===== src/rtl/suv_pkg.sv =====
`default_nettype none
package suv_pkg;

    localparam int COORD_WIDTH   = 32;
    localparam int DIFF_W        = COORD_WIDTH + 1;
    localparam int UV_FRAC_BITS  = 16;
    localparam int CORDIC_STAGES = 18;
    localparam int NORM_FRAC     = 30;
    localparam int RAD_W         = 31;
    localparam int Q_W           = NORM_FRAC + 1;
    localparam int DIV_STEPS     = NORM_FRAC;
    localparam int SQRT_STEPS    = NORM_FRAC + 1;
    localparam int MAG_W         = 59;
    localparam int NORM_STAGES   = 6;
    localparam int CW            = 62;
    localparam int SQ_W          = 62;
    localparam int ANG_W         = 32;
    localparam int U_DELAY       = 5 + DIV_STEPS + SQRT_STEPS;
    localparam int CFG_IDX_W     = 3;
    localparam int CFG_DATA_W    = 32;

    localparam logic [CFG_IDX_W-1:0] REG_CENTER_X = 3'd0;
    localparam logic [CFG_IDX_W-1:0] REG_CENTER_Y = 3'd1;
    localparam logic [CFG_IDX_W-1:0] REG_CENTER_Z = 3'd2;
    localparam logic [CFG_IDX_W-1:0] REG_RADIUS   = 3'd3;

    localparam logic [RAD_W-1:0] RADIUS_RESET = 31'd65536;
    localparam logic [ANG_W-1:0] HALF_TURN    = 32'h8000_0000;
    localparam logic [ANG_W-1:0] THREE_QUARTER = 32'hC000_0000;

    typedef struct packed {
        logic [MAG_W-1:0] ax;
        logic [MAG_W-1:0] ay;
        logic             sx;
        logic             sy;
    } norm_t;

    typedef struct packed {
        logic signed [CW-1:0] x;
        logic signed [CW-1:0] y;
        logic [ANG_W-1:0]     ang;
    } cordic_t;

    typedef struct packed {
        logic sgn;
        logic ge;
    } div_side_t;

    typedef struct packed {
        logic           sgn;
        logic [Q_W-1:0] q;
    } sqrt_side_t;

    typedef struct packed {
        logic [SQ_W-1:0] n;
        logic [SQ_W-1:0] res;
    } sqrt_t;

    // atan(2^-i) in turns scaled by 2^32
    function automatic logic [ANG_W-1:0] turn_atan(input logic [4:0] i);
        logic [ANG_W-1:0] a;
        unique case (i)
            5'd0:  a = 32'h20000000;
            5'd1:  a = 32'h12E4051E;
            5'd2:  a = 32'h09FB385B;
            5'd3:  a = 32'h051111D4;
            5'd4:  a = 32'h028B0D43;
            5'd5:  a = 32'h0145D7E1;
            5'd6:  a = 32'h00A2F61E;
            5'd7:  a = 32'h00517C55;
            5'd8:  a = 32'h0028BE53;
            5'd9:  a = 32'h00145F2F;
            5'd10: a = 32'h000A2F98;
            5'd11: a = 32'h000517CC;
            5'd12: a = 32'h00028BE6;
            5'd13: a = 32'h000145F3;
            5'd14: a = 32'h0000A2FA;
            5'd15: a = 32'h0000517D;
            5'd16: a = 32'h000028BE;
            5'd17: a = 32'h0000145F;
            5'd18: a = 32'h00000A30;
            5'd19: a = 32'h00000518;
            5'd20: a = 32'h0000028C;
            5'd21: a = 32'h00000146;
            5'd22: a = 32'h000000A3;
            5'd23: a = 32'h00000051;
            5'd24: a = 32'h00000029;
            5'd25: a = 32'h00000014;
            5'd26: a = 32'h0000000A;
            5'd27: a = 32'h00000005;
            5'd28: a = 32'h00000003;
            5'd29: a = 32'h00000001;
            5'd30: a = 32'h00000001;
            5'd31: a = 32'h00000000;
            default: a = 32'h00000000;
        endcase
        return a;
    endfunction

    // a zero vector takes the add branch in every stage; this bias cancels it
    function automatic logic [ANG_W-1:0] zero_bias();
        logic [ANG_W-1:0] acc;
        acc = '0;
        for (int i = 0; i < CORDIC_STAGES; i++)
        begin
            acc = acc - turn_atan(5'(i));
        end
        return acc;
    endfunction

    localparam logic [ANG_W-1:0] ZERO_BIAS = zero_bias();

    // signed operands with a left half-plane vector turned by half a turn
    function automatic cordic_t cordic_prep(input norm_t n);
        cordic_t              c;
        logic signed [CW-1:0] my;
        logic                 flip;
        logic                 zero;
        my    = $signed({{(CW-MAG_W){1'b0}}, n.ay});
        zero  = (n.ax | n.ay) == '0;
        flip  = n.sx && (n.ax != '0);
        c.x   = $signed({{(CW-MAG_W){1'b0}}, n.ax});
        c.y   = (n.sy ^ flip) ? -my : my;
        c.ang = zero ? ZERO_BIAS : (flip ? HALF_TURN : '0);
        return c;
    endfunction

endpackage
`default_nettype wire


===== src/rtl/suv_div_cell.sv =====
`default_nettype none
module suv_div_cell (
    input  wire logic                          clk,
    input  wire logic                          rst_n,
    input  wire logic                          en,
    input  wire logic                          in_valid,
    input  wire logic [suv_pkg::RAD_W-1:0]     in_rem,
    input  wire logic [suv_pkg::DIV_STEPS-1:0] in_quo,
    input  wire suv_pkg::div_side_t            in_side,
    input  wire logic [suv_pkg::RAD_W-1:0]     divisor,
    output logic                               out_valid,
    output logic [suv_pkg::RAD_W-1:0]          out_rem,
    output logic [suv_pkg::DIV_STEPS-1:0]      out_quo,
    output suv_pkg::div_side_t                 out_side
);

    logic [suv_pkg::RAD_W:0] trial;
    logic [suv_pkg::RAD_W:0] diff;
    logic                    fits;

    always_comb
    begin
        trial = {in_rem, 1'b0};
        diff  = trial - {1'b0, divisor};
        fits  = trial >= {1'b0, divisor};
    end

    always_ff @(posedge clk or negedge rst_n)
    begin
        if (!rst_n)
        begin
            out_valid <= 1'b0;
        end
        else if (en)
        begin
            out_valid <= in_valid;
        end
    end

    always_ff @(posedge clk)
    begin
        if (en)
        begin
            out_rem  <= fits ? diff[suv_pkg::RAD_W-1:0] : trial[suv_pkg::RAD_W-1:0];
            out_quo  <= {in_quo[suv_pkg::DIV_STEPS-2:0], fits};
            out_side <= in_side;
        end
    end

endmodule
`default_nettype wire


===== config.mk =====
export PLATFORM = sky130hd
export DESIGN_NAME = suv_div_cell
export DESIGN_NICKNAME = d
export VERILOG_FILES = /design/src/rtl/suv_pkg.sv /design/src/rtl/suv_div_cell.sv
export SDC_FILE = /design/constraint.sdc
export NUM_CORES = 1
export LEC_CHECK = 0
export BUFFER_PORTS_ARGS = -buffer_cell sky130_fd_sc_hd__buf_2
export CORE_MARGIN = 2
export CORE_UTILIZATION = 40
export DETAILED_ROUTE_END_ITERATION = 10
export GPL_ROUTABILITY_DRIVEN = 0
export GPL_TIMING_DRIVEN = 0
export MAX_ROUTING_LAYER = met4
export PLACE_DENSITY_LB_ADDON = 0.12
export SLEW_MARGIN = 20
export SYNTH_ARGS = -nofsm -noshare
export SYNTH_HDL_FRONTEND = slang
export SYNTH_SLANG_ARGS = --single-unit
export TNS_END_PERCENT = 50

===== constraint.sdc =====
create_clock -name clk -period 0.9 [get_ports clk]
set_clock_uncertainty 0.1 [all_clocks]
set_input_delay 0 -clock clk [delete_from_list [all_inputs] [get_ports clk]]
set_output_delay 0 -clock clk [all_outputs]
set_load 0.005 [all_outputs]

# --- After elaboration in Yosys (flattened, before gate mapping) ---
# Index checks and enable logic that the tools add are counted.
classes:
  add_sub_neg: 1
  order_cmp: 1
  n_mux: 1
ops:
  columns: ["operator", "count"]
  rows:
  - ["$ge A32 B31 Y1", 1]
  - ["$mux W31", 1]
  - ["$sub A31 B31 Y31", 1]
word_totals:
  ff_bits: 64
  input_bits: 98
  output_inout_bits: 64
  wordCells: 9

# --- Longest topological paths before layout ---
depth:
  depth_word: 2
  ltp_mapped: 13

# --- Worst setup path after synthesis ---
# OpenSTA, ideal clock, no wires.
synth_path:
  path_kind: "input to register"
  from: "input port divisor[0] in the netlist's numbering"
  to: "register out_rem[10] in the netlist's numbering (data pin)"
  t_arrival_ps: 2022
  setup_slack_ps: -1482
  stages: 12
  path_buffers: 1
  cell_sequence: "inv_1 -> fa_1 -> a21o_1 -> a221oi_2 -> a31o_2 -> a21oi_1 -> o221a_2 -> nor2_4 -> inv_4 -> buf_2 -> nor2_1 -> a21oi_1"
synth_via:
  elab_chain_cells: 2
  word_cells_on_any_way: 3
  classes_between: "add/sub (1); order compare (1); mux (1)"
synth_lines:
  columns: ["item", "line", "rtl"]
  rows:
  - ["from (decl)", "suv_div_cell.sv:10", "input wire logic [suv_pkg::RAD_W-1:0] divisor,"]
  - ["$sub A31 B31 Y31 / $ge A32 B31 Y1 (equally long branches)", "suv_div_cell.sv:24, suv_div_cell.sv:25", null]
  - ["$mux W31 *", "suv_div_cell.sv:44", "out_rem <= fits ? diff[suv_pkg::RAD_W-1:0] : trial[suv_pkg::RAD_W-1:0];"]
  - ["to (signal assigned)", "suv_div_cell.sv:44", null]
  - ["to (decl)", "suv_div_cell.sv:12", "output logic [suv_pkg::RAD_W-1:0] out_rem,"]
# Every way passes the cells marked *; elsewhere a longest branch is shown, timed or not.
# A chain may end at the register's enable or synchronous reset.

# --- Worst setup path in the final report ---
layout_path:
  from: "input port divisor[4] in the netlist's numbering"
  to: "register out_rem[9] in the netlist's numbering (data pin)"
# Same word-level chain as after synthesis.

==> metrics.log <==
INFO  metric maxCapViolations = 0
INFO  metric busiest_layer = met2
INFO  metric antenna-diode-count = 0
INFO  metric critPathSlowestCell = a221oi_4
INFO  metric mostFrequentLayoutCell = buf_2
INFO  metric drc_errors = 0
INFO  metric ir_drop = 0.7169 mV
INFO  metric outcome = finished with violations
INFO  metric pin_count_of_the_biggest_net_entering_global_routing = 41
INFO  metric clk_pin_slew = 0.07 ns
INFO  metric yosys_register_bits = 64
INFO  metric top_level_ports = 162
INFO  metric multiInputGateArea = 2265 um2
INFO  metric grt_pass1_wl = 19.33 mm
INFO  metric cpMostUsedCell = buf_6
INFO  metric worstPathBufferInverterCount = 5
INFO  metric p_leak = 2.985 nW
INFO  metric synthesized_instance_count = 406
INFO  metric synth.lib_cells_used.distinct = 69
INFO  metric arrival = 2.14 ns
INFO  metric nFillCells = 877
INFO  metric finalWorstPathRequiredPeriod = 2.145 ns
INFO  metric initial_utilization = 41.13%
INFO  metric cpPeakStageDelay = 0.30 ns
INFO  metric final_core_utilization = 64.27%
INFO  metric die-area = 11,460 um2
INFO  metric timing.final.max_slew_violations = 0
INFO  metric drt-wirelength-per-cell = 15.36 um
INFO  metric final.period_utilization = 238.4%
INFO  metric avgViaCountPerCell = 5.005
INFO  metric final_setup_tns = -41.03 ns
INFO  metric rows = 37
INFO  metric drt-total-wl = 12.38 mm
INFO  metric routed-via-count = 4,034
INFO  metric design.final.nets = 795
INFO  metric synth_top_family_by_area = compound AO/OA/AOI/OAI gates
INFO  metric clock_insertion_delay_worst_skew = 0.35 ns
INFO  metric crit_required = 0.90 ns
INFO  metric cts_num_sinks = 64
INFO  metric grt_use_total = 22.15%
INFO  metric first_pass_iters = 4
INFO  metric first_global_vias = 3,965
INFO  metric postSynthAreaPerCell = 10.46 um2
INFO  metric drt_iter0_markers = 163
INFO  metric p_per_area = 1493 nW/um2
INFO  metric fmax = 0.4661 GHz
INFO  metric grt_antenna_before_repair = 0
INFO  metric yosys_most_used_dff = edfxtp_1
INFO  metric sequential_to_total_area_share_from_yosys_stat = 45.14%
INFO  metric setup_viol_count_final = 96
INFO  metric area_delta_synth_final = 56.25%
INFO  metric drive_gt1_share = 41.94%
INFO  metric synthSimpleGateAreaFrac = 11.49%
INFO  metric use_met1 = 27.43%
INFO  metric dieWidth = 107.0 um
INFO  metric globalRouteOverflowTotal = 0
INFO  metric floorplan.core_area = 10,320 um2
INFO  metric synth_enable_flop_cells = 63
INFO  metric violations_in_the_final_reports = hold timing, setup timing
INFO  metric layout.area.seq = 1917 um2
INFO  metric tritoncts = built
INFO  metric grt_setup_unrepaired = true
INFO  metric root_buffer = clkbuf_8
INFO  metric tritoncts.num_buffers = 9
INFO  metric post_synthesis_compound_gate_area_fraction = 21.04%
INFO  metric place.detailed.hpwl = 8.670 mm
INFO  metric synth_xor_xnor_area_share = 5.362%
INFO  metric groute.layer.met2.usage = 36.80%
INFO  metric buffer_ports.inserted = 160
INFO  metric crit_family = compound AO/OA/AOI/OAI gates
INFO  metric fp.dieH = 107.0 um
INFO  metric cts.hold.buffers_added = 64
INFO  metric fin_worst_hold_slack = -0.1155 ns
INFO  metric ctsHtreeMaxLevel = 3
INFO  metric synth_warnings = 0
INFO  metric clock_path_buffers = 2
INFO  metric tightest_slew = 0.3894 ns
INFO  metric synth.area.mux_share = 0.5009%
INFO  metric syn-cell-area = 4247 um2
INFO  metric grt.met3_usage = 4.012%
INFO  metric number_of_nets_in_the_synthesized_netlist = 536
INFO  metric report.final.hold_viol_count = 11
INFO  metric timing.slew.headroom = 73.84%
INFO  metric timing.critical_path.fanout_max = 10
INFO  metric setup.worst_path.end_class = register
INFO  metric start_kind = input port
INFO  metric yosys.area_share.adder = 9.605%
INFO  metric worstPathCellList = buf_6 -> inv_4 -> ha_4 -> a21o_4 -> buf_6 -> a221oi_4 -> a31o_4 -> a21oi_2 -> o221a_2 -> nor2_4 -> inv_6 -> buf_12 -> nor2_2 -> a21oi_1
INFO  metric post_synthesis_async_set_or_reset_flop_share = 1.563%
INFO  metric antenna_violating_nets_post_route = 0
INFO  metric timing.final.ws_setup = -1.245 ns
INFO  metric timing_worst_setup_path_type = in -> reg
INFO  metric hp-class = in -> reg
INFO  metric most-common-layout-cells = buf_2 (156), dlygate4sd3_1 (64), edfxtp_1 (63)
worst min-delay path, cell delays in order:
cell     delay, ns
buf_4         0.10
nand2_1       0.06
o21ai_2       0.06
Yosys cell counts (4+ instances only):
cell      count  area share, %
a211oi_1      4           0.71
a21o_1       13            2.3
a21oi_1      47            5.5
buf_2         4           0.47
edfxtp_1     63             45
ha_1         31            9.1
inv_1        40            3.5
nand2_1      31            2.7
nand3_1       7           0.82
nand4_1       6           0.88
nor2_1       37            3.3
o211ai_1      4           0.71
o21ai_0       9            1.1
o21ai_1       5           0.59
o21ai_2       6            1.2
xnor2_1      14            2.9
xor2_1       12            2.5
logic make-up (layout without fill, tap and decap cells):
group | after synthesis | after routing
muxes | 2 | 2
DFF | 64 | 64
buffers and inverters | 53 | 317
xor gates and xnor gates | 26 | 26
and+or+nand+nor | 104 | 104
adders and majority gates | 32 | 32
AOI/OAI and AO/OA | 125 | 125
per-stage QoR:
step | total power, mW | cells | area [um2] | worst slack, ns
detailed placement | 6.507 | 703 | 5321 | -1.917
global route | 10.43 | 806 | 6635 | -1.312
CTS | 9.872 | 802 | 6531 | -1.264
global placement | 6.455 | 702 | 5299 | -1.877
floorplan | 5.505 | 406 | 4328 | -1.361
finish | 9.907 | 806 | 6635 | -1.245
timing repair:
| action | in CTS | in global routing |
|---|---|---|
| resized for setup | 46 | 18 |
| endpoints found under the hold margin | 81 | 18 |
| pin swaps | 19 | 16 |
| setup endpoints to repair | 96 | 96 |
| setup buffers | 18 | 4 |
| gates cloned | 1 | 0 |
sequential cells by signal, summed over array words and instances (netlist names):
signal and flops:
out_quo 30, out_side 2, out_valid 1, out_rem 31
worst paths after layout:
check                           start         end  slack (ns)  depth (start not counted)
max                        divisor[4]  out_rem[9]       -1.25                         14
max in group asynchronous       rst_n   out_valid        0.18                          3
min in group asynchronous       rst_n   out_valid        0.41                          3
min reg2reg                 out_valid   out_valid        0.42                          1
min                         in_rem[3]  out_rem[4]       -0.12                          3
max reg2reg                 out_valid   out_valid        0.06                          1
per-layer routing:
layer	up-vias	share of wire (%)	routed length, um
li1	2004	-	-
met1	1880	44	5401
met2	143	49	6120
met3	7	6.0	747
met4	0	0.92	114
met5	-	0	0
area by class of cell:
cell class,count,share of cell area [%]
multi-input combinational,289,34.13
tap,136,2.565
sequential,64,28.89
buffer,12,2.659
clock inverter,7,1.584
clock buffer,9,1.867
timing repair buffer,248,25.68
inverter,41,2.621
power breakdown:
group | switching [mW] | total, mW | internal [mW]
Combinational | 1.62 | 3.28 | 1.66
Clock | 1.25 | 2.84 | 1.59
Sequential | 0.0768 | 3.79 | 3.71
Note: power is estimated with default switching activity, not from simulation.
