===== src/rtl/suv_pkg.sv =====
`default_nettype none
package suv_pkg;

    localparam int COORD_WIDTH   = 32;
    localparam int DIFF_W        = COORD_WIDTH + 1;
    localparam int UV_FRAC_BITS  = 16;
    localparam int CORDIC_STAGES = 18;
    localparam int NORM_FRAC     = 30;
    localparam int RAD_W         = 31;
    localparam int Q_W           = NORM_FRAC + 1;
    localparam int DIV_STEPS     = NORM_FRAC;
    localparam int SQRT_STEPS    = NORM_FRAC + 1;
    localparam int MAG_W         = 59;
    localparam int NORM_STAGES   = 6;
    localparam int CW            = 62;
    localparam int SQ_W          = 62;
    localparam int ANG_W         = 32;
    localparam int U_DELAY       = 5 + DIV_STEPS + SQRT_STEPS;
    localparam int CFG_IDX_W     = 3;
    localparam int CFG_DATA_W    = 32;

    localparam logic [CFG_IDX_W-1:0] REG_CENTER_X = 3'd0;
    localparam logic [CFG_IDX_W-1:0] REG_CENTER_Y = 3'd1;
    localparam logic [CFG_IDX_W-1:0] REG_CENTER_Z = 3'd2;
    localparam logic [CFG_IDX_W-1:0] REG_RADIUS   = 3'd3;

    localparam logic [RAD_W-1:0] RADIUS_RESET = 31'd65536;
    localparam logic [ANG_W-1:0] HALF_TURN    = 32'h8000_0000;
    localparam logic [ANG_W-1:0] THREE_QUARTER = 32'hC000_0000;

    typedef struct packed {
        logic [MAG_W-1:0] ax;
        logic [MAG_W-1:0] ay;
        logic             sx;
        logic             sy;
    } norm_t;

    typedef struct packed {
        logic signed [CW-1:0] x;
        logic signed [CW-1:0] y;
        logic [ANG_W-1:0]     ang;
    } cordic_t;

    typedef struct packed {
        logic sgn;
        logic ge;
    } div_side_t;

    typedef struct packed {
        logic           sgn;
        logic [Q_W-1:0] q;
    } sqrt_side_t;

    typedef struct packed {
        logic [SQ_W-1:0] n;
        logic [SQ_W-1:0] res;
    } sqrt_t;

    // atan(2^-i) in turns scaled by 2^32
    function automatic logic [ANG_W-1:0] turn_atan(input logic [4:0] i);
        logic [ANG_W-1:0] a;
        unique case (i)
            5'd0:  a = 32'h20000000;
            5'd1:  a = 32'h12E4051E;
            5'd2:  a = 32'h09FB385B;
            5'd3:  a = 32'h051111D4;
            5'd4:  a = 32'h028B0D43;
            5'd5:  a = 32'h0145D7E1;
            5'd6:  a = 32'h00A2F61E;
            5'd7:  a = 32'h00517C55;
            5'd8:  a = 32'h0028BE53;
            5'd9:  a = 32'h00145F2F;
            5'd10: a = 32'h000A2F98;
            5'd11: a = 32'h000517CC;
            5'd12: a = 32'h00028BE6;
            5'd13: a = 32'h000145F3;
            5'd14: a = 32'h0000A2FA;
            5'd15: a = 32'h0000517D;
            5'd16: a = 32'h000028BE;
            5'd17: a = 32'h0000145F;
            5'd18: a = 32'h00000A30;
            5'd19: a = 32'h00000518;
            5'd20: a = 32'h0000028C;
            5'd21: a = 32'h00000146;
            5'd22: a = 32'h000000A3;
            5'd23: a = 32'h00000051;
            5'd24: a = 32'h00000029;
            5'd25: a = 32'h00000014;
            5'd26: a = 32'h0000000A;
            5'd27: a = 32'h00000005;
            5'd28: a = 32'h00000003;
            5'd29: a = 32'h00000001;
            5'd30: a = 32'h00000001;
            5'd31: a = 32'h00000000;
            default: a = 32'h00000000;
        endcase
        return a;
    endfunction

    // a zero vector takes the add branch in every stage; this bias cancels it
    function automatic logic [ANG_W-1:0] zero_bias();
        logic [ANG_W-1:0] acc;
        acc = '0;
        for (int i = 0; i < CORDIC_STAGES; i++)
        begin
            acc = acc - turn_atan(5'(i));
        end
        return acc;
    endfunction

    localparam logic [ANG_W-1:0] ZERO_BIAS = zero_bias();

    // signed operands with a left half-plane vector turned by half a turn
    function automatic cordic_t cordic_prep(input norm_t n);
        cordic_t              c;
        logic signed [CW-1:0] my;
        logic                 flip;
        logic                 zero;
        my    = $signed({{(CW-MAG_W){1'b0}}, n.ay});
        zero  = (n.ax | n.ay) == '0;
        flip  = n.sx && (n.ax != '0);
        c.x   = $signed({{(CW-MAG_W){1'b0}}, n.ax});
        c.y   = (n.sy ^ flip) ? -my : my;
        c.ang = zero ? ZERO_BIAS : (flip ? HALF_TURN : '0);
        return c;
    endfunction

endpackage
`default_nettype wire


===== src/rtl/suv_sqrt_cell.sv =====
`default_nettype none
module suv_sqrt_cell (
    input  wire logic                clk,
    input  wire logic                rst_n,
    input  wire logic                en,
    input  wire logic [4:0]          step,
    input  wire logic                in_valid,
    input  wire suv_pkg::sqrt_t      in_data,
    input  wire suv_pkg::sqrt_side_t in_side,
    output logic                     out_valid,
    output suv_pkg::sqrt_t           out_data,
    output suv_pkg::sqrt_side_t      out_side
);

    logic [5:0]                 sh;
    logic [suv_pkg::SQ_W-1:0]   one_bit;
    logic [suv_pkg::SQ_W-1:0]   trial;
    suv_pkg::sqrt_t             nxt;

    always_comb
    begin
        sh      = 6'(2 * suv_pkg::NORM_FRAC) - {step, 1'b0};
        one_bit = suv_pkg::SQ_W'(1) << sh;
        trial   = in_data.res + one_bit;
        if (in_data.n >= trial)
        begin
            nxt.n   = in_data.n - trial;
            nxt.res = (in_data.res >> 1) + one_bit;
        end
        else
        begin
            nxt.n   = in_data.n;
            nxt.res = in_data.res >> 1;
        end
    end

    always_ff @(posedge clk or negedge rst_n)
    begin
        if (!rst_n)
        begin
            out_valid <= 1'b0;
        end
        else if (en)
        begin
            out_valid <= in_valid;
        end
    end

    always_ff @(posedge clk)
    begin
        if (en)
        begin
            out_data <= nxt;
            out_side <= in_side;
        end
    end

endmodule
`default_nettype wire


===== config.mk =====
export PLATFORM = sky130hd
export DESIGN_NAME = suv_sqrt_cell
export DESIGN_NICKNAME = d
export VERILOG_FILES = /design/src/rtl/suv_pkg.sv /design/src/rtl/suv_sqrt_cell.sv
export SDC_FILE = /design/constraint.sdc
export NUM_CORES = 1
export LEC_CHECK = 0
export BUFFER_PORTS_ARGS = -buffer_cell sky130_fd_sc_hd__buf_4
export CELL_PAD_IN_SITES_DETAIL_PLACEMENT = 0
export CELL_PAD_IN_SITES_GLOBAL_PLACEMENT = 2
export CORE_MARGIN = 10
export CORE_UTILIZATION = 33
export CTS_CLUSTER_SIZE = 12
export DETAILED_ROUTE_END_ITERATION = 6
export PLACE_DENSITY = 0.81
export SYNTH_ARGS = -nofsm -noshare
export SYNTH_HDL_FRONTEND = slang
export SYNTH_SLANG_ARGS = --single-unit

===== constraint.sdc =====
create_clock -name clk -period 1.1 [get_ports clk]
set_clock_uncertainty 0.15 [all_clocks]
set_input_delay 0.22 -clock clk [delete_from_list [all_inputs] [get_ports clk]]
set_output_delay 0.22 -clock clk [all_outputs]
set_load 0.01 [all_outputs]

# Word level (Yosys, flattened, before mapping)
# Cells that the tools add are included.
dict set report totals {
  reg_bits 157
  latchBits 0
  mem_bits_rw 0
  romBits 0
  in_bits 165
  out_inout_bits 157
  elab_cells 13
  n_memories 0
}
dict set report op_classes {
  add_sub_neg 4
  mul 0
  div_mod_pow 0
  magnitude_cmp 1
  n_eq_ne 0
  n_shift 1
  n_mux 1
  bitwise 0
  n_reduce_logical 0
}
# cell n
set ops {}
lappend ops {{2-to-1 mux 124 bit} 1}
lappend ops {{adder 61 x 62 -> 62 bit} 1}
lappend ops {{adder 62 bit} 1}
lappend ops {{>= comparator 62 bit} 1}
lappend ops {{<< shifter 1 x 6 -> 62 bit, first input constant} 1}
lappend ops {{subtractor 62 bit} 1}
lappend ops {{subtractor 6 bit, first input constant} 1}

# Logic depth before layout (Yosys ltp)
# Gate-level depths: netlist (run 1).
dict set report depth {
  word_depth 5
  ltp_mapped 34
  mapped_depth_nobuf 29
}

# Least setup slack after synthesis (run 1)
# Ideal clock, no wire load.
dict set report synth_timing {
  kind {input port to flip-flop}
  startpoint {input port step[1]}
  endpoint {register out_data[25] (netlist bit) (data pin)}
  setup_time_ns 0.264
  arrival_time_ns 6.395
  required_ns 0.686
  setup_slack_ns -5.709
  cell_stages 32
  n_path_buf 3
  cell_sequence {buf_2 -> and2_1 -> ha_1 -> or3b_2 -> buf_6 -> nor2_1 -> ha_1 -> ha_1 -> nor2_1 -> o31ai_1 -> a32oi_1 -> a2111o_1 -> nor2_1 -> and3b_1 -> o41ai_2 -> nand2_1 -> nand2_1 -> nand2_1 -> xor2_1 -> ha_1 -> nand2_1 -> nor2_1 -> nand3_1 -> or4_1 -> o31ai_1 -> a21oi_1 -> o21ai_0 -> a21oi_1 -> and2_1 -> buf_2 -> or3_1 -> xnor2_1}
}
# element line_no
set synth_lines {}
lappend synth_lines {{start, declared} suv_sqrt_cell.sv:6} ;# input wire logic [4:0] step,
lappend synth_lines {{end signal, assigned} suv_sqrt_cell.sv:53} ;# out_data <= nxt;
lappend synth_lines {{end, declared} suv_sqrt_cell.sv:11} ;# output suv_pkg::sqrt_t out_data,

==> results of run 1 <==
[worst max-delay path: cells and delay by family]
kind                     cells  cell delay, ns
XOR/XNOR                     2            0.25
AND/OR/NAND/NOR             11            2.06
AO/OA/AOI/OAI                8            1.83
buffers and inverters        5            0.67
adder cells (fa/ha/maj)      3            0.89
[per-stage QoR]
stage | setup WS, ns | utilization
3_5_place_dp | -5.69 | 0.520
6_report | -4.76 | 0.611
5_1_grt | -5.00 | 0.611
2_1_floorplan | -4.98 | -
4_1_cts | -4.73 | 0.588
3_3_place_gp | -5.61 | 0.520
[power breakdown]
| part | internal, mW | leakage, nW | switching (mW) | total [mW] |
|---|---|---|---|---|
| Sequential | 7.49 | 1.54 | 0.356 | 7.85 |
| Clock | 3.10 | 0.270 | 2.77 | 5.87 |
| Combinational | 6.64 | 10.5 | 6.23 | 12.9 |
[area by class of cell]
class	count	area, sq um	share of cell area
clock buffer	18	429	0.0155
multi-input combinational	1507	11200	0.404
clock inverter	13	115	0.00417
sequential	157	4710	0.170
timing repair buffer	1191	10300	0.373
tap	600	751	0.0272
inverter	45	169	0.00611
[final timing paths]
check                            start           end  slack, ns  cells after the start
max                            step[0]  out_data[27]      -4.76                     29
max reg2reg                  out_valid     out_valid       0.17                      1
min                        in_data[46]  out_data[45]       0.04                      3
max in group asynchronous        rst_n     out_valid       0.27                      3
min in group asynchronous        rst_n     out_valid       0.43                      3
min reg2reg                  out_valid     out_valid       0.41                      1
[routing by layer]
metal	GRT usage	wire (um)	share of wire
met5	0	13	0.00018
met2	0.401	33500	0.47
met1	0.354	33400	0.46
met3	0.0337	3910	0.054
met4	0.0605	1130	0.016
[placed cells by master (no fill, tap or decap), types with 75 or more instances in the layout]
cell,n
buf_6,169
a21oi_1,126
nor2_1,117
edfxtp_1,156
xor2_1,80
xnor2_1,90
buf_4,886
nand2_1,166
ha_1,102
o21ai_0,75
dlygate4sd3_1,102
[cells in the mapped netlist, drive strengths merged (20+ instances only)]
cell type  number  area, sq um
a21o           36          270
a21oi         184          925
a31oi          42          269
and2           22          138
and3           20          125
buf            38          219
clkbuf         37          139
edfxtp        156         4680
ha            108         1350
inv            44          165
nand2         194          728
nand2b         23          146
nand3          33          170
nand4          28          175
nor2          186          736
nor2b          26          163
nor3           46          240
o21ai         120          601
o21bai         23          173
xnor2         103          910
xor2           83          727
[logic make-up (layout without fill, tap and decap cells)]
family                   count (synthesis)  count (layout)  share of synthesized area
AO/OA/AOI/OAI                          550             550                      0.232
XOR/XNOR                               186             186                      0.109
multiplexers                            10              10                    0.00758
flip-flops                             157             157                      0.314
AND/OR/NAND/NOR                        640             642                      0.205
buffers and inverters                  120            1267                     0.0351
adder cells (fa/ha/maj)                119             119                     0.0980
[what timing repair did]
| action | in CTS | in global routing |
|---|---|---|
| hold buffers | 102 | 0 |
| buffers inserted | 29 | 19 |
| hold endpoints to repair | 108 | 0 |
| pin swaps | 39 | 63 |
| resized for setup | 267 | 227 |
| cloned | 10 | 6 |
| setup endpoints to repair | 281 | 419 |
[sequential cells by signal, summed over array words and instances (netlist names)]
name and flops:
out_data 124, out_side 32, out_valid 1
==> flow_summary.json, run 1 <==
{
  "setup_violations": 417,
  "crit_fanout": 8,
  "drt_iter0_markers": 1594,
  "grt-ovfl-total": 0,
  "synthCells": 1782,
  "power.total_mw": 26.6,
  "cp_slowest_stage_delay_ns": 0.39,
  "grt_usage": 0.252,
  "chipHeight_um": 233,
  "rsz0062_at_grt": "true",
  "cts_sinks": 157,
  "wl_per_cell_um": 20.4,
  "status": "finished with violations",
  "antenna_found_initial": 1,
  "synth_nets": 2056,
  "syn_to_final_growth_pct": 83.9,
  "stdcell_count": 3531,
  "htree_levels": 4,
  "cp.arrival_ns": 5.95,
  "routed_wl_mm": 71.9,
  "slew_headroom": 0.563,
  "fin_ws_ns": -4.76,
  "fin_tns_setup_ns": -649.83,
  "ant_nets": 0,
  "endpoint_kind": "register",
  "crit_top_cell": "nand4_1",
  "synth-seq-area-share": 0.314,
  "coreArea_sq_um": 45200,
  "die_x_um": 233,
  "clkTransAtPathRegs_ns": 0.07,
  "placed_cells": 3342,
  "syn_avg_cell_area_sq_um": 8.43,
  "leakage_nw": 12.3,
  "nFillCells": 3891,
  "clockBufferDepth": 2,
  "dieArea_sq_um": 54400,
  "syn-cell-area_sq_um": 15000,
  "numCtsBuffers": 17,
  "insertion_delay_ns": 0.49,
  "nets": 3193,
  "clockRootBuffer": "clkbuf_16",
  "start_util": 0.332,
  "min_period_ns": 5.86,
  "hpwlAfterDp_mm": 55.8,
  "maxCapViolCount": 0,
  "worst-setup-path-type": "input pin to register",
  "slowest_stage": "or3b_4",
  "drc_errors": 0,
  "p_per_area_nw_per_um2": 963,
  "place_area_sq_um": 23500,
  "max-vdd-ir-drop_mv": 1.10,
  "io_pins": 322,
  "yosys_warnings": 0,
  "fin_hold_ws_ns": 0.0398,
  "numPortBuffers": 321,
  "antenna_cells": 0,
  "route.vias.total": 18100,
  "yosysUniqueCellTypes": 97,
  "cts_tree": "yes",
  "grt_max_degree": 20,
  "maxSlewViolCount": 0,
  "startpoint_type": "input pin",
  "synth-edff-count": 156,
  "grt_pass1_vias": 17800,
  "period_share": 5.33,
  "hold_violations": 0,
  "drive_gt1_frac": 0.475,
  "synth_seq_cells": 157,
  "fin_area_sq_um": 27600,
  "tightest_slew_ns": 0.648,
  "failed_checks": "negative setup slack",
  "fp-row-count": 78,
  "vias_per_cell": 5.14,
  "gp_congestion": 0.933,
  "firstDrtPassIters": 6,
  "max_freq_ghz": 0.171,
  "required_ns": 1.19,
  "grt_pass1_wl_mm": 105,
  "hold_class": "input pin to register",
  "synth_top_flop_cell": "edfxtp_1",
  "synthArstFlopShare": 0.00637
}
Note: power is estimated with default switching activity, not from simulation.
==> run 2: changes to the inputs <==
--- a/config.mk
+++ b/config.mk
@@ -8,6 +8,7 @@
 export BUFFER_PORTS_ARGS = -buffer_cell sky130_fd_sc_hd__buf_4
 export CELL_PAD_IN_SITES_DETAIL_PLACEMENT = 0
 export CELL_PAD_IN_SITES_GLOBAL_PLACEMENT = 2
+export CORE_ASPECT_RATIO = 0.6
 export CORE_MARGIN = 10
 export CORE_UTILIZATION = 33
 export CTS_CLUSTER_SIZE = 12
==> run 2 against run 1 <==
Against the previous run: the flow still finishes with violations (negative setup slack); core utilization down 0.68 points; clock power up 9.0%; clock-buffer cell count unchanged; wire length up 5.0%; critical endpoint is now out_data[118]; largest cell class unchanged; largest power group unchanged.
==> flow_summary.json, run 2 (synthesis results as in run 1) <==
{
  "route.vias.total": 18500,
  "nets": 3158,
  "required_ns": 1.18,
  "crit_fanout": 30,
  "stdcell_count": 3489,
  "p_per_area_nw_per_um2": 997,
  "maxSlewViolCount": 0,
  "fp-row-count": 60,
  "slew_headroom": 0.526,
  "rsz0062_at_grt": "true",
  "reg_top3": "out_data (124), out_side (32), out_valid (1)",
  "fin_tns_setup_ns": -659.28,
  "clockRootBuffer": "clkbuf_16",
  "cp.arrival_ns": 6.26,
  "syn_to_final_growth_pct": 80.7,
  "drt_iter0_markers": 1951,
  "coreArea_sq_um": 44900,
  "whs_endpoint": "out_data[34]",
  "path_depth": 32,
  "hold_violations": 0,
  "grt_pass1_vias": 17800,
  "cts_sinks": 157,
  "holdPathStages": 3,
  "io_pins": 322,
  "ff2ff_setup_slack_ns": 0.17,
  "placed_cells": 3321,
  "status": "finished with violations",
  "critical_path.top_delay_family": "compound AO/OA/AOI/OAI gates",
  "numCtsBuffers": 17,
  "htree_levels": 4,
  "max_freq_ghz": 0.162,
  "tightest_slew_ns": 0.704,
  "final_cell_mix": "buf_4, nand2_1, buf_6",
  "drive_gt1_frac": 0.457,
  "worst-setup-path-type": "input pin to register",
  "fin_ws_ns": -5.08,
  "period_share": 5.62,
  "die_x_um": 295,
  "hold_class": "input pin to register",
  "firstDrtPassIters": 7,
  "grt_pass1_wl_mm": 110,
  "fin_hold_ws_ns": 0.0293,
  "endpoint_kind": "register",
  "ant_nets": 0,
  "chipHeight_um": 185,
  "hpwlAfterDp_mm": 59.8,
  "gp_congestion": 0.996,
  "max-vdd-ir-drop_mv": 0.812,
  "startpoint_type": "input pin",
  "reg2reg_to": "out_valid",
  "cts_tree": "yes",
  "leakage_nw": 12.1,
  "failed_checks": "negative setup slack",
  "drc_errors": 0,
  "largest_reg_flops": 124,
  "insertion_delay_ns": 0.47,
  "dieArea_sq_um": 54700,
  "rr_startpoint": "out_valid",
  "grt-ovfl-total": 0,
  "power.total_mw": 27.1,
  "grt_usage": 0.266,
  "maxCapViolCount": 0,
  "layout_commonest_cell": "buf_4",
  "setup_violations": 284,
  "slowest_stage": "a2111o_1",
  "crit_buf_inv": 3,
  "antenna_found_initial": 3,
  "hold_path.startpoint": "in_data[35]",
  "r2r_cells": 1,
  "cp_slowest_stage_delay_ns": 0.47,
  "grt_max_degree": 31,
  "numPortBuffers": 321,
  "vias_per_cell": 5.30,
  "min_period_ns": 6.18,
  "clkTransAtPathRegs_ns": 0.08,
  "final_core_util": 0.605,
  "max_flop_register": "out_data",
  "routed_wl_mm": 75.5,
  "crit_top_cell": "a21o_1",
  "wl_per_cell_um": 21.6,
  "clockBufferDepth": 2,
  "start_util": 0.335
}
## run 2: cell types whose count changed in the layout (fill, tap and decap cells not counted), moves of 6 or more
| cell | previous run | this run |
|---|---|---|
| o21ai_0 | 75 | 81 |
| dlygate4sd3_1 | 102 | 91 |
| clkbuf_16 | 23 | 17 |
| buf_4 | 886 | 874 |
| nor2_4 | 41 | 48 |
| a21oi_2 | 56 | 39 |
| a21oi_1 | 126 | 145 |
| nor2_2 | 26 | 14 |
## run 2: how the worst max path moves through the flow
stage	to	slack [ns]	from
2_1_floorplan	out_data[25]	-4.98	step[0]
3_3_place_gp	out_data[28]	-5.90	step[0]
3_5_place_dp	out_data[107]	-5.87	step[0]
4_1_cts	out_data[5]	-4.97	step[1]
5_1_grt	out_data[118]	-5.30	step[1]
6_report	out_data[118]	-5.08	step[1]
## run 2: final cells by class
type / instances / area [sq um]
clock inverter: 14 / 155
timing repair buffer: 1158 / 9960
antenna: 3 / 7.51
multi-input combinational: 1505 / 11000
tap: 589 / 737
inverter: 45 / 169
clock buffer: 18 / 429
fill: 3948 / 17700
sequential: 157 / 4710
## run 2: power by group
group | total [mW] | switching, mW | internal (mW)
sequential | 7.87 | 0.384 | 7.49
clock | 6.40 | 3.17 | 3.23
combinational | 12.8 | 6.30 | 6.48
total | 27.1 | 9.86 | 17.2
## run 2: timing repair
item / in CTS / in global routing
endpoints found under the setup margin: 281 / 284
hold buffers: 90 / 2
setup buffers: 30 / 6
hold endpoints to repair: 92 / 4
pin swaps: 42 / 28
cloned: 12 / 0
gates resized for setup: 288 / 148
## run 2: per-stage QoR
step	setup slack (ns)	cell area, sq um
finish	-5.08	27100
global route	-5.30	27100
CTS	-4.97	26600
detailed placement	-5.87	23400
global placement	-5.90	23400
floorplan	-4.98	15300
## run 2: layer usage
metal  share of wire  global-route usage  vias to the layer above
met2            0.39               0.356                      830
met4           0.011              0.0407                        2
met3            0.10              0.0699                       59
li1                -                   -                     8800
met5         0.00017                   0                        -
met1            0.50               0.416                     8795
## run 2: tightest hold or removal path, delay by kind of cell
family                 cells  cell delay, ns
buffers and inverters      1            0.16
AOI/OAI and AO/OA          1            0.07
and+or+nand+nor            1            0.07
